[src/hw/rtl/bistable_relay_coil_sequencer_macros.svh]
// Assertion macros for the relay coil sequencer.
// Define NO_ASSERTIONS to compile them away.
`ifndef BISTABLE_RELAY_COIL_SEQUENCER_MACROS_SVH
`define BISTABLE_RELAY_COIL_SEQUENCER_MACROS_SVH
`ifndef NO_ASSERTIONS
`define BRCS_ASSERT_IMP(label, clk, rst_n, ante, cons) \
    label: assert property (@(posedge clk) disable iff (!rst_n) (ante) |-> (cons)) \
        else $error("brcs assertion failed");
`define BRCS_ASSERT_NXT(label, clk, rst_n, ante, cons) \
    label: assert property (@(posedge clk) disable iff (!rst_n) (ante) |=> (cons)) \
        else $error("brcs assertion failed");
`else
`define BRCS_ASSERT_IMP(label, clk, rst_n, ante, cons)
`define BRCS_ASSERT_NXT(label, clk, rst_n, ante, cons)
`endif
`endif

[src/hw/rtl/brcs_pkg.sv]
// Package for the relay coil sequencer: types, codes and constants.
// No dependencies.
`timescale 1ns / 1ps

package brcs_pkg;

    localparam int unsigned APB_AW = 3;

    localparam logic [7:0] POL_FALSE = 8'hC0;
    localparam logic [7:0] POL_TRUE  = 8'h30;
    localparam logic [7:0] POL_NONE  = 8'h50;

    localparam logic [7:0]  COIL_ON_RESET  = 8'd20;
    localparam logic [15:0] RECHARGE_RESET = 16'd100;

    localparam logic CFG_IDX_COIL_ON  = 1'b0;
    localparam logic CFG_IDX_RECHARGE = 1'b1;

    typedef enum logic [1:0] {
        OP_TICK   = 2'd0,
        OP_SET    = 2'd1,
        OP_PULSE  = 2'd2,
        OP_TOGGLE = 2'd3
    } t_op;

    typedef enum logic [1:0] {
        CMD_NONE  = 2'd0,
        CMD_SET   = 2'd1,
        CMD_PULSE = 2'd2
    } t_cmd;

    typedef enum logic [1:0] {
        LVL_UNKNOWN = 2'd0,
        LVL_FALSE   = 2'd1,
        LVL_TRUE    = 2'd2
    } t_lvl;

    typedef enum logic [6:0] {
        PH_IDLE      = 7'b0000001,
        PH_SET       = 7'b0000010,
        PH_SET_OFF   = 7'b0000100,
        PH_PULSE     = 7'b0001000,
        PH_PULSE_OFF = 7'b0010000,
        PH_REVERSE   = 7'b0100000,
        PH_FINAL_OFF = 7'b1000000
    } t_phase;

    typedef struct packed {
        logic [7:0]  coil_on_ticks;
        logic [15:0] recharge_ticks;
    } t_cfg;

    typedef struct packed {
        logic [1:0]  operation;
        logic        level;
        logic [23:0] pulse_ticks;
    } t_in_item;

    typedef struct packed {
        logic [7:0] coil_pattern;
        logic [1:0] relay_state;
        logic       busy_res;
    } t_res;

    // zero delay behaves as one tick
    function automatic logic [23:0] f_sched(input logic [23:0] n);
        return (n == 24'd0) ? 24'd1 : n;
    endfunction

endpackage

[src/hw/rtl/brcs_if.sv]
// Valid/ready channel interfaces for command input and coil result output.
// No dependencies.
`timescale 1ns / 1ps

interface brcs_in_if;
    logic        valid;
    logic        ready;
    logic [1:0]  operation;
    logic        level;
    logic [23:0] pulse_ticks;

    modport source (output valid, output operation, output level, output pulse_ticks,
                    input ready);
    modport sink   (input valid, input operation, input level, input pulse_ticks,
                    output ready);
endinterface

interface brcs_out_if;
    logic       valid;
    logic       ready;
    logic [7:0] coil_pattern;
    logic [1:0] relay_state;
    logic       busy_res;

    modport source (output valid, output coil_pattern, output relay_state,
                    output busy_res, input ready);
    modport sink   (input valid, input coil_pattern, input relay_state,
                    input busy_res, output ready);
endinterface

[src/hw/rtl/bistable_relay_coil_sequencer.sv]
// Top level of the bistable relay coil sequencer: input and result registers,
// configuration block and sequencer core. Depends on brcs_pkg, brcs_if, brcs_cfg,
// brcs_core and the assertion macros.
// Usage:
//   i_in carries one transaction per tick or command: operation 0 is a tick,
//   1 set level, 2 pulse, 3 toggle, with level and pulse_ticks as payload.
//   o_out returns exactly one transaction per input: coil_pattern, relay_state
//   and busy_res as they stand after that input has been applied.
//   The APB port holds coil_on_ticks at address 0 and recharge_ticks at 4;
//   write them only while no transaction is in flight.
// Timing:
//   An input passes an input register and then lands in the result register.
//   One transaction per cycle sustained while o_out.ready stays high; the rate
//   is set by the single-pass state update in the core.
// Reset:
//   Synchronous active-low reset empties both registers, puts coils off (0x50),
//   relay level unknown, no command pending and registers to 20 and 100.
// Stall:
//   While o_out.ready is low the result is held; one more input is taken into
//   the input register, then i_in.ready drops until the result is taken.
`timescale 1ns / 1ps
`include "bistable_relay_coil_sequencer_macros.svh"

module bistable_relay_coil_sequencer (
    input  logic                         i_clk,
    input  logic                         i_rst_n,
    brcs_in_if.sink                      i_in,
    brcs_out_if.source                   o_out,
    input  logic                         psel,
    input  logic                         penable,
    input  logic                         pwrite,
    input  logic [brcs_pkg::APB_AW-1:0] paddr,
    input  logic [31:0]                  pwdata,
    output logic [31:0]                  prdata,
    output logic                         pready
);
    import brcs_pkg::*;

    t_cfg     w_cfg;
    t_res     w_next;
    t_in_item r_in_item;
    logic     r_in_valid;
    t_res     r_out_res;
    logic     r_out_valid;
    logic     w_adv;
    logic     w_fire;
    logic     w_acc;

    brcs_cfg u_cfg (
        .i_clk   (i_clk),
        .i_rst_n (i_rst_n),
        .psel    (psel),
        .penable (penable),
        .pwrite  (pwrite),
        .paddr   (paddr),
        .pwdata  (pwdata),
        .prdata  (prdata),
        .pready  (pready),
        .o_cfg   (w_cfg)
    );

    brcs_core u_core (
        .i_clk   (i_clk),
        .i_rst_n (i_rst_n),
        .i_fire  (w_fire),
        .i_item  (r_in_item),
        .i_cfg   (w_cfg),
        .o_next  (w_next)
    );

    assign w_adv      = !r_out_valid || o_out.ready;
    assign w_fire     = r_in_valid && w_adv;
    assign i_in.ready = !r_in_valid || w_adv;
    assign w_acc      = i_in.valid && i_in.ready;

    always_ff @(posedge i_clk) begin
        if (!i_rst_n) begin
            r_in_valid <= 1'b0;
        end else if (w_acc) begin
            r_in_valid <= 1'b1;
        end else if (w_adv) begin
            r_in_valid <= 1'b0;
        end
    end

    always_ff @(posedge i_clk) begin
        if (w_acc) begin
            r_in_item.operation   <= i_in.operation;
            r_in_item.level       <= i_in.level;
            r_in_item.pulse_ticks <= i_in.pulse_ticks;
        end
    end

    always_ff @(posedge i_clk) begin
        if (!i_rst_n) begin
            r_out_valid <= 1'b0;
        end else if (w_fire) begin
            r_out_valid <= 1'b1;
        end else if (o_out.ready) begin
            r_out_valid <= 1'b0;
        end
    end

    always_ff @(posedge i_clk) begin
        if (w_fire) begin
            r_out_res <= w_next;
        end
    end

    assign o_out.valid        = r_out_valid;
    assign o_out.coil_pattern = r_out_res.coil_pattern;
    assign o_out.relay_state  = r_out_res.relay_state;
    assign o_out.busy_res     = r_out_res.busy_res;

    `BRCS_ASSERT_NXT(a_fire_result, i_clk, i_rst_n, w_fire, r_out_valid)
    `BRCS_ASSERT_NXT(a_acc_loaded, i_clk, i_rst_n, w_acc, r_in_valid)
    `BRCS_ASSERT_IMP(a_no_drop, i_clk, i_rst_n, r_in_valid && !w_adv, !i_in.ready)

endmodule

[src/hw/rtl/brcs_cfg.sv]
// APB register block: coil-on and recharge tick counts.
// Depends on brcs_pkg.
`timescale 1ns / 1ps

module brcs_cfg (
    input  logic                         i_clk,
    input  logic                         i_rst_n,
    input  logic                         psel,
    input  logic                         penable,
    input  logic                         pwrite,
    input  logic [brcs_pkg::APB_AW-1:0] paddr,
    input  logic [31:0]                  pwdata,
    output logic [31:0]                  prdata,
    output logic                         pready,
    output brcs_pkg::t_cfg               o_cfg
);
    import brcs_pkg::*;

    logic [7:0]  r_coil_on;
    logic [15:0] r_recharge;
    logic        w_wr;

    assign w_wr   = psel && penable && pwrite;
    assign pready = 1'b1;

    always_ff @(posedge i_clk) begin
        if (!i_rst_n) begin
            r_coil_on  <= COIL_ON_RESET;
            r_recharge <= RECHARGE_RESET;
        end else if (w_wr) begin
            case (paddr[2])
                CFG_IDX_COIL_ON: begin
                    r_coil_on <= pwdata[7:0];
                end
                CFG_IDX_RECHARGE: begin
                    r_recharge <= pwdata[15:0];
                end
                default: begin
                end
            endcase
        end
    end

    always_comb begin
        case (paddr[2])
            CFG_IDX_COIL_ON:  prdata = {24'd0, r_coil_on};
            CFG_IDX_RECHARGE: prdata = {16'd0, r_recharge};
            default:          prdata = 32'd0;
        endcase
    end

    assign o_cfg.coil_on_ticks  = r_coil_on;
    assign o_cfg.recharge_ticks = r_recharge;

endmodule

[src/hw/rtl/brcs_core.sv]
// Sequencer state and its single-pass next-state logic for one transaction.
// Depends on brcs_pkg and the assertion macros.
`timescale 1ns / 1ps
`include "bistable_relay_coil_sequencer_macros.svh"

module brcs_core (
    input  logic               i_clk,
    input  logic               i_rst_n,
    input  logic               i_fire,
    input  brcs_pkg::t_in_item i_item,
    input  brcs_pkg::t_cfg     i_cfg,
    output brcs_pkg::t_res     o_next
);
    import brcs_pkg::*;

    t_phase      r_phase,    n_phase;
    t_cmd        r_pending,  n_pending;
    logic        r_desired,  n_desired;
    logic [23:0] r_plen,     n_plen;
    t_lvl        r_believed, n_believed;
    logic [23:0] r_wait,     n_wait;
    logic        r_active,   n_active;
    logic [7:0]  r_drive,    n_drive;
    logic        w_run;
    t_phase      w_phase;
    t_lvl        w_rev;

    always_comb begin
        n_phase    = r_phase;
        n_pending  = r_pending;
        n_desired  = r_desired;
        n_plen     = r_plen;
        n_believed = r_believed;
        n_wait     = r_wait;
        n_active   = r_active;
        n_drive    = r_drive;
        w_run      = 1'b0;
        w_phase    = r_phase;
        w_rev      = (r_believed == LVL_TRUE) ? LVL_FALSE : LVL_TRUE;

        if (i_fire) begin
            case (t_op'(i_item.operation))
                OP_TICK: begin
                    if (r_active) begin
                        if (r_wait > 24'd1) begin
                            n_wait = r_wait - 24'd1;
                        end else begin
                            w_run = 1'b1;
                        end
                    end
                end
                OP_SET: begin
                    n_pending = CMD_SET;
                    n_desired = i_item.level;
                    if (!r_active) begin
                        n_active = 1'b1;
                        n_wait   = 24'd1;
                    end
                end
                OP_PULSE: begin
                    n_pending = CMD_PULSE;
                    n_desired = i_item.level;
                    n_plen    = i_item.pulse_ticks;
                    if (!r_active) begin
                        n_active = 1'b1;
                        n_wait   = 24'd1;
                    end
                end
                OP_TOGGLE: begin
                    if (r_believed == LVL_FALSE || r_believed == LVL_TRUE) begin
                        n_pending = CMD_SET;
                        n_desired = (r_believed == LVL_FALSE);
                        if (!r_active) begin
                            n_active = 1'b1;
                            n_wait   = 24'd1;
                        end
                    end
                end
                default: begin
                end
            endcase
        end

        if (w_run) begin
            if (r_phase == PH_IDLE) begin
                if (r_pending == CMD_SET) begin
                    n_pending = CMD_NONE;
                    w_phase   = PH_SET;
                end else if (r_pending == CMD_PULSE) begin
                    n_pending = CMD_NONE;
                    w_phase   = PH_PULSE;
                end else begin
                    n_active = 1'b0;
                    n_wait   = 24'd0;
                end
            end
            case (w_phase)
                PH_IDLE: begin
                end
                PH_SET, PH_PULSE: begin
                    n_believed = r_desired ? LVL_TRUE : LVL_FALSE;
                    n_drive    = r_desired ? POL_TRUE : POL_FALSE;
                    n_phase    = (w_phase == PH_SET) ? PH_SET_OFF : PH_PULSE_OFF;
                    n_wait     = f_sched({16'd0, i_cfg.coil_on_ticks});
                end
                PH_SET_OFF, PH_FINAL_OFF: begin
                    n_drive = POL_NONE;
                    n_phase = PH_IDLE;
                    n_wait  = f_sched({8'd0, i_cfg.recharge_ticks});
                end
                PH_PULSE_OFF: begin
                    n_drive = POL_NONE;
                    n_phase = PH_REVERSE;
                    n_wait  = f_sched(r_plen);
                end
                PH_REVERSE: begin
                    n_believed = w_rev;
                    n_drive    = (w_rev == LVL_TRUE) ? POL_TRUE : POL_FALSE;
                    n_phase    = PH_FINAL_OFF;
                    n_wait     = f_sched({16'd0, i_cfg.coil_on_ticks});
                end
                default: begin
                    n_phase = PH_IDLE;
                    n_wait  = 24'd1;
                end
            endcase
        end
    end

    always_ff @(posedge i_clk) begin
        if (!i_rst_n) begin
            r_phase    <= PH_IDLE;
            r_pending  <= CMD_NONE;
            r_desired  <= 1'b0;
            r_plen     <= 24'd0;
            r_believed <= LVL_UNKNOWN;
            r_wait     <= 24'd0;
            r_active   <= 1'b0;
            r_drive    <= POL_NONE;
        end else begin
            r_phase    <= n_phase;
            r_pending  <= n_pending;
            r_desired  <= n_desired;
            r_plen     <= n_plen;
            r_believed <= n_believed;
            r_wait     <= n_wait;
            r_active   <= n_active;
            r_drive    <= n_drive;
        end
    end

    assign o_next.coil_pattern = n_drive;
    assign o_next.relay_state  = n_believed;
    assign o_next.busy_res     = n_active;

    // wait counter is nonzero exactly while the task runs
    `BRCS_ASSERT_IMP(a_wait_active, i_clk, i_rst_n, 1'b1, (r_wait != 24'd0) == r_active)
    `BRCS_ASSERT_IMP(a_phase_active, i_clk, i_rst_n, r_phase != PH_IDLE, r_active)
    `BRCS_ASSERT_IMP(a_drive_legal, i_clk, i_rst_n, 1'b1,
        r_drive == POL_NONE || r_drive == POL_TRUE || r_drive == POL_FALSE)
    // energized coil implies a known level
    `BRCS_ASSERT_IMP(a_drive_known, i_clk, i_rst_n, r_drive != POL_NONE,
        r_believed != LVL_UNKNOWN)

endmodule

[src/flat_wrapper.sv]
// flat-port wrapper written by rule: the top's interface ports become plain ports
module bistable_relay_coil_sequencer_flat import brcs_pkg::*;
  (i_clk, i_rst_n, psel, penable, pwrite, paddr, pwdata, prdata, pready, i_in_valid, i_in_operation, i_in_level, i_in_pulse_ticks, i_in_ready, o_out_valid, o_out_coil_pattern, o_out_relay_state, o_out_busy_res, o_out_ready);
  brcs_in_if i_in_i ();
  brcs_out_if o_out_i ();
  input  logic i_clk;
  input  logic i_rst_n;
  input  logic psel;
  input  logic penable;
  input  logic pwrite;
  input  logic [brcs_pkg::APB_AW-1:0] paddr;
  input  logic [31:0] pwdata;
  output logic [31:0] prdata;
  output logic pready;
  input wire logic [$bits(i_in_i.valid)-1:0] i_in_valid;
  input wire logic [$bits(i_in_i.operation)-1:0] i_in_operation;
  input wire logic [$bits(i_in_i.level)-1:0] i_in_level;
  input wire logic [$bits(i_in_i.pulse_ticks)-1:0] i_in_pulse_ticks;
  output wire logic [$bits(i_in_i.ready)-1:0] i_in_ready;
  output wire logic [$bits(o_out_i.valid)-1:0] o_out_valid;
  output wire logic [$bits(o_out_i.coil_pattern)-1:0] o_out_coil_pattern;
  output wire logic [$bits(o_out_i.relay_state)-1:0] o_out_relay_state;
  output wire logic [$bits(o_out_i.busy_res)-1:0] o_out_busy_res;
  input wire logic [$bits(o_out_i.ready)-1:0] o_out_ready;
  assign i_in_i.valid = i_in_valid;
  assign i_in_i.operation = i_in_operation;
  assign i_in_i.level = i_in_level;
  assign i_in_i.pulse_ticks = i_in_pulse_ticks;
  assign i_in_ready = i_in_i.ready;
  assign o_out_valid = o_out_i.valid;
  assign o_out_coil_pattern = o_out_i.coil_pattern;
  assign o_out_relay_state = o_out_i.relay_state;
  assign o_out_busy_res = o_out_i.busy_res;
  assign o_out_i.ready = o_out_ready;
  bistable_relay_coil_sequencer u_core (.i_clk(i_clk), .i_rst_n(i_rst_n), .i_in(i_in_i), .o_out(o_out_i), .psel(psel), .penable(penable), .pwrite(pwrite), .paddr(paddr), .pwdata(pwdata), .prdata(prdata), .pready(pready));
endmodule
[config.mk]
export PLATFORM = sky130hd
export DESIGN_NAME = bistable_relay_coil_sequencer_flat
export DESIGN_NICKNAME = d
export VERILOG_FILES = /design/src/hw/rtl/brcs_pkg.sv /design/src/hw/rtl/brcs_if.sv /design/src/hw/rtl/bistable_relay_coil_sequencer.sv /design/src/hw/rtl/brcs_cfg.sv /design/src/hw/rtl/brcs_core.sv /design/src/flat_wrapper.sv
export VERILOG_INCLUDE_DIRS = /design/src /design/src/hw/rtl
export SDC_FILE = /design/constraint.sdc
export NUM_CORES = 1
export LEC_CHECK = 0
export BUFFER_PORTS_ARGS = -buffer_cell sky130_fd_sc_hd__buf_2
export CAP_MARGIN = 20
export CORE_MARGIN = 2
export CORE_UTILIZATION = 42
export CTS_CLUSTER_DIAMETER = 50
export DETAILED_ROUTE_END_ITERATION = 12
export SLEW_MARGIN = 25
export SYNTH_ARGS = -nofsm -noshare
export SYNTH_HDL_FRONTEND = slang
export SYNTH_SLANG_ARGS = --single-unit
export TNS_END_PERCENT = 30
[constraint.sdc]
create_clock -name i_clk -period 2.95 [get_ports i_clk]
set_input_delay 0.295 -clock i_clk [delete_from_list [all_inputs] [get_ports i_clk]]
set_output_delay 0.295 -clock i_clk [all_outputs]
set_load 0.01 [all_outputs]
==> results by group <==
STA
  • Crit share post-route: a little under nine tenths
  • WHS: ~0.044 ns
  • Final setup violation count: 0
  • Final count of pins violating max slew: 0
  • Slew @ Worst Pin: about 0.88 ns
  • Max_slew headroom: between 40% and 50%
  • Final TNS setup: 0 ns
  • RSZ-0062 raised after global routing: no
  • Worst clock skew: 0.01085 ns
  • Fmax: a little under 0.4 GHz
  • Crit path time final: 2.533 ns
  • Final hold violation count: 0

Critical path
  • Crit path launch type: flop
  • Crit path max-delay cell type: o21ai_1
  • R2R depth: 8
  • CP Class: flop to flop
  • CP Cell Sequence: inv_1 -> ha_1 -> o21ai_1 -> nor4_1 -> buf_4 -> o41a_1 -> o21ai_1 -> o22ai_1
  • R2r startpoint: u_core.u_core.r_wait[0]
  • Most frequent cell on the critical path: o21ai_1
  • R2R Setup Slk: 0.42 ns
  • CP Max Fanout: 7
  • Max incr delay on CP: ~0.47 ns
  • Worst setup path start: u_core.u_core.r_wait[0]
  • CP endpoint kind: flop
  • Worst Path Required: 3.22 ns
  • Crit path DAT: around 2.8 ns

Synthesis
  • Ys Warns: 0
  • Post-Syn Instances: 717
  • Sequential element share of the synthesized area: 46.46%
  • Primary FF master, synth: dfxtp_1
  • Post-synth EDFFs: 38
  • Mapped cell area: roughly 6500 µm²
  • Async set-reset flop share out of synthesis: 0%
  • Library cells used by synthesis: 78
  • Synthesized area per cell: 9.015 µm²
  • #FFs+latches synth: roughly 130

Power and ir drop
  • Pwr/cell area: about 600 nW/µm²
  • Lkg Pwr: 2.961 nW
  • Worst IR Drop VDD: roughly 0.42 mV

Cells and area
  • Storage cell area: ~3000 µm²
  • Final Util: around 51%
  • Area of the multi-input gates: between 3000 and 4000 µm²
  • Filler Cells Inserted: 1384
  • Layout cells sized above 1: between 20% and 30%
  • Number of nets in the layout: between 800 and 900
  • ANT cells: 0
  • Area growth, synth to finish: 19.26%
  • Cell area after layout: a little under 8000 µm²

Clock network
  • Hold Buf Count CTS: 0
  • Clock Latency Late Sink: 0.42 ns
  • Clock root buffer: clkbuf_16
  • Clock Sinks: around 130
  • TritonCTS Buffers: 17
  • CTS clk-pin slew, worst paths: roughly 0.06 ns
  • Setup Buffers After CTS: 0
  • Post_cts resized: 0
  • CTS max path bufs: 2
  • H-tree depth: 4
  • CTS tree: done

GRT
  • Number of global-route vias before repair: 5641
  • Largest net degree at the start of global routing: 42
  • GRT Total Usage: a little under a quarter
  • First-pass GRT wire length: 29.30 mm
  • GR Overflow Total: 0
  • Antenna violations before repair: 0

Floorplanning
  • Core ar.: 15150 µm²
  • Boundary pin count: 115
  • Die area: around 16000 µm²
  • Die Y: around 130 µm
  • FP Rows: 45
  • Die width: 128.1 µm
  • Effective utilization at floorplan: between 40% and 50%

Min path
  • Min-Delay Path Class: input pin to flop
  • Worst hold start: i_in_pulse_ticks[14]
  • Hold Path Cell Cnt: 1

Placement
  • I/O Buffers: between 70 and 80
  • Post-DP Area: 7086 µm²
  • Hpwl dp: 13.24 mm
  • Final GP Congestion: between 0.9 and 1

Drt
  • DR iter-0 viols: about 500
  • Routed Antenna Nets: 0
  • DR pass1 iterations: 8
  • Residual DRC: 0
  • Final WL: between 15 and 20 mm
  • WL/cell: 18.28 µm
  • Vias per cell: 5.756
  • Vias: 5773

Flow run
  • MaxCap Viol Count: 0

Run status
  • Status: complete, no violations
cell families (layout without fill, tap and decap cells):
group	Yosys count	in the layout	share of synthesized area, %
buf+inv	68	151	5.033
compound gates	151	151	15.14
mux	19	19	3.194
other cells	2	17	0.1162
flops	131	131	46.46
simple gates	331	331	27.51
xor+xnor	6	6	0.8130
fa+ha+maj	9	9	1.742
layout make-up:
type                       instances  area share [%]
multi-input combinational        533           41.41
sequential                       131           38.95
timing repair buffer             105           7.823
clock buffer                      17           5.519
tap                              188           3.051
clock inverter                    15           2.565
inverter                          14          0.6817
metal layers:
layer	vias up	part of all wire, %	track usage, %
li1	2749	-	-
met1	2734	46	30.66
met2	246	44	36.11
met3	44	6.5	4.758
met4	0	3.3	11.25
met5	-	0	0
sequential cells by signal (all words and copies together) (netlist names):
name and flops:
u_core.o_out.valid 1, u_core.u_cfg.r_coil_on 8, u_core.u_core.r_active 1, u_core.o_out.busy_res 1, u_core.u_core.r_pending 2, u_core.u_core.r_believed 2, u_core.u_cfg.r_recharge 16, u_core.o_out.coil_pattern 8
u_core.u_core.r_phase 5, u_core.o_out.relay_state 2, u_core.u_core.r_plen 24, u_core.r_in_item 27, u_core.r_in_valid 1, u_core.u_core.r_drive 8, u_core.u_core.r_wait 24, u_core.u_core.r_desired 1
power breakdown:
group | leakage (nW) | internal (W) | total [W] | switching [W]
Combinational | 1.55 | 0.000148 | 0.000415 | 0.000267
Sequential | 1.11 | 0.00191 | 0.00194 | 0.0000379
Clock | 0.298 | 0.00135 | 0.00222 | 0.000865
Total | 2.96 | 0.00341 | 0.00458 | 0.00117
placed cells by master, fill, tap and decap left out, drive strengths merged, types with 21 or more instances in the layout:
master,instances
a21oi,67
nor3,21
nor4,23
edfxtp,38
nor2,41
nand3,31
dfxtp,93
nand2,130
buf,105
worst max-delay path, delay by kind of cell, from the launching register on:
kind,cells,cell delay (ns)
AO/OA/AOI/OAI,4,1.24
buffers and inverters,2,0.30
adder cells (fa/ha/maj),1,0.29
flip-flops,1,0.42
AND/OR/NAND/NOR,1,0.12
path summary, 6_finish.rpt:
path	end
worst max-delay path	u_core.u_core.r_wait[9]
worst min-delay path	u_core.r_in_item[14]
worst max register to register	u_core.u_core.r_wait[9]
worst min register to register	u_core.u_core.r_drive[7]
metrics by stage:
step	setup WS, ns	power (W)	std cells
2_1_floorplan	0.6123	0.002240	732
3_3_place_gp	0.4664	0.002386	971
3_5_place_dp	0.4499	0.002388	971
4_1_cts	0.4180	0.004606	1003
5_1_grt	0.2467	0.004727	1003
6_report	0.4171	0.004577	1003
synthesized netlist by cell type (4+ instances only):
library cell	count	area, µm²
nand2_1	129	484.2
dfxtp_1	93	1862
a21oi_1	67	335.3
nor2_1	41	153.9
edfxtp_1	38	1141
nand3_1	30	150.1
clkbuf_1	29	108.9
nor3_1	20	100.1
and2_1	18	112.6
buf_4	17	127.6
nor4_1	16	100.1
inv_1	13	48.80
mux2_2	11	123.9
a22oi_1	10	75.07
and3_1	10	62.56
nand2b_1	10	62.56
nand4_1	10	62.56
o21ai_1	10	50.05
ha_1	9	112.6
o21ai_0	8	40.04
mux2i_1	6	60.06
nor2b_1	6	37.54
or3_1	6	37.54
a211oi_1	5	37.54
a222oi_1	5	50.05
o21a_1	5	37.54
o22ai_1	5	31.28
a22o_1	4	35.03
buf_2	4	20.02
nor4_4	4	85.08
or4_1	4	30.03
xor2_1	4	35.03
Power figures use the tool's default switching activity.
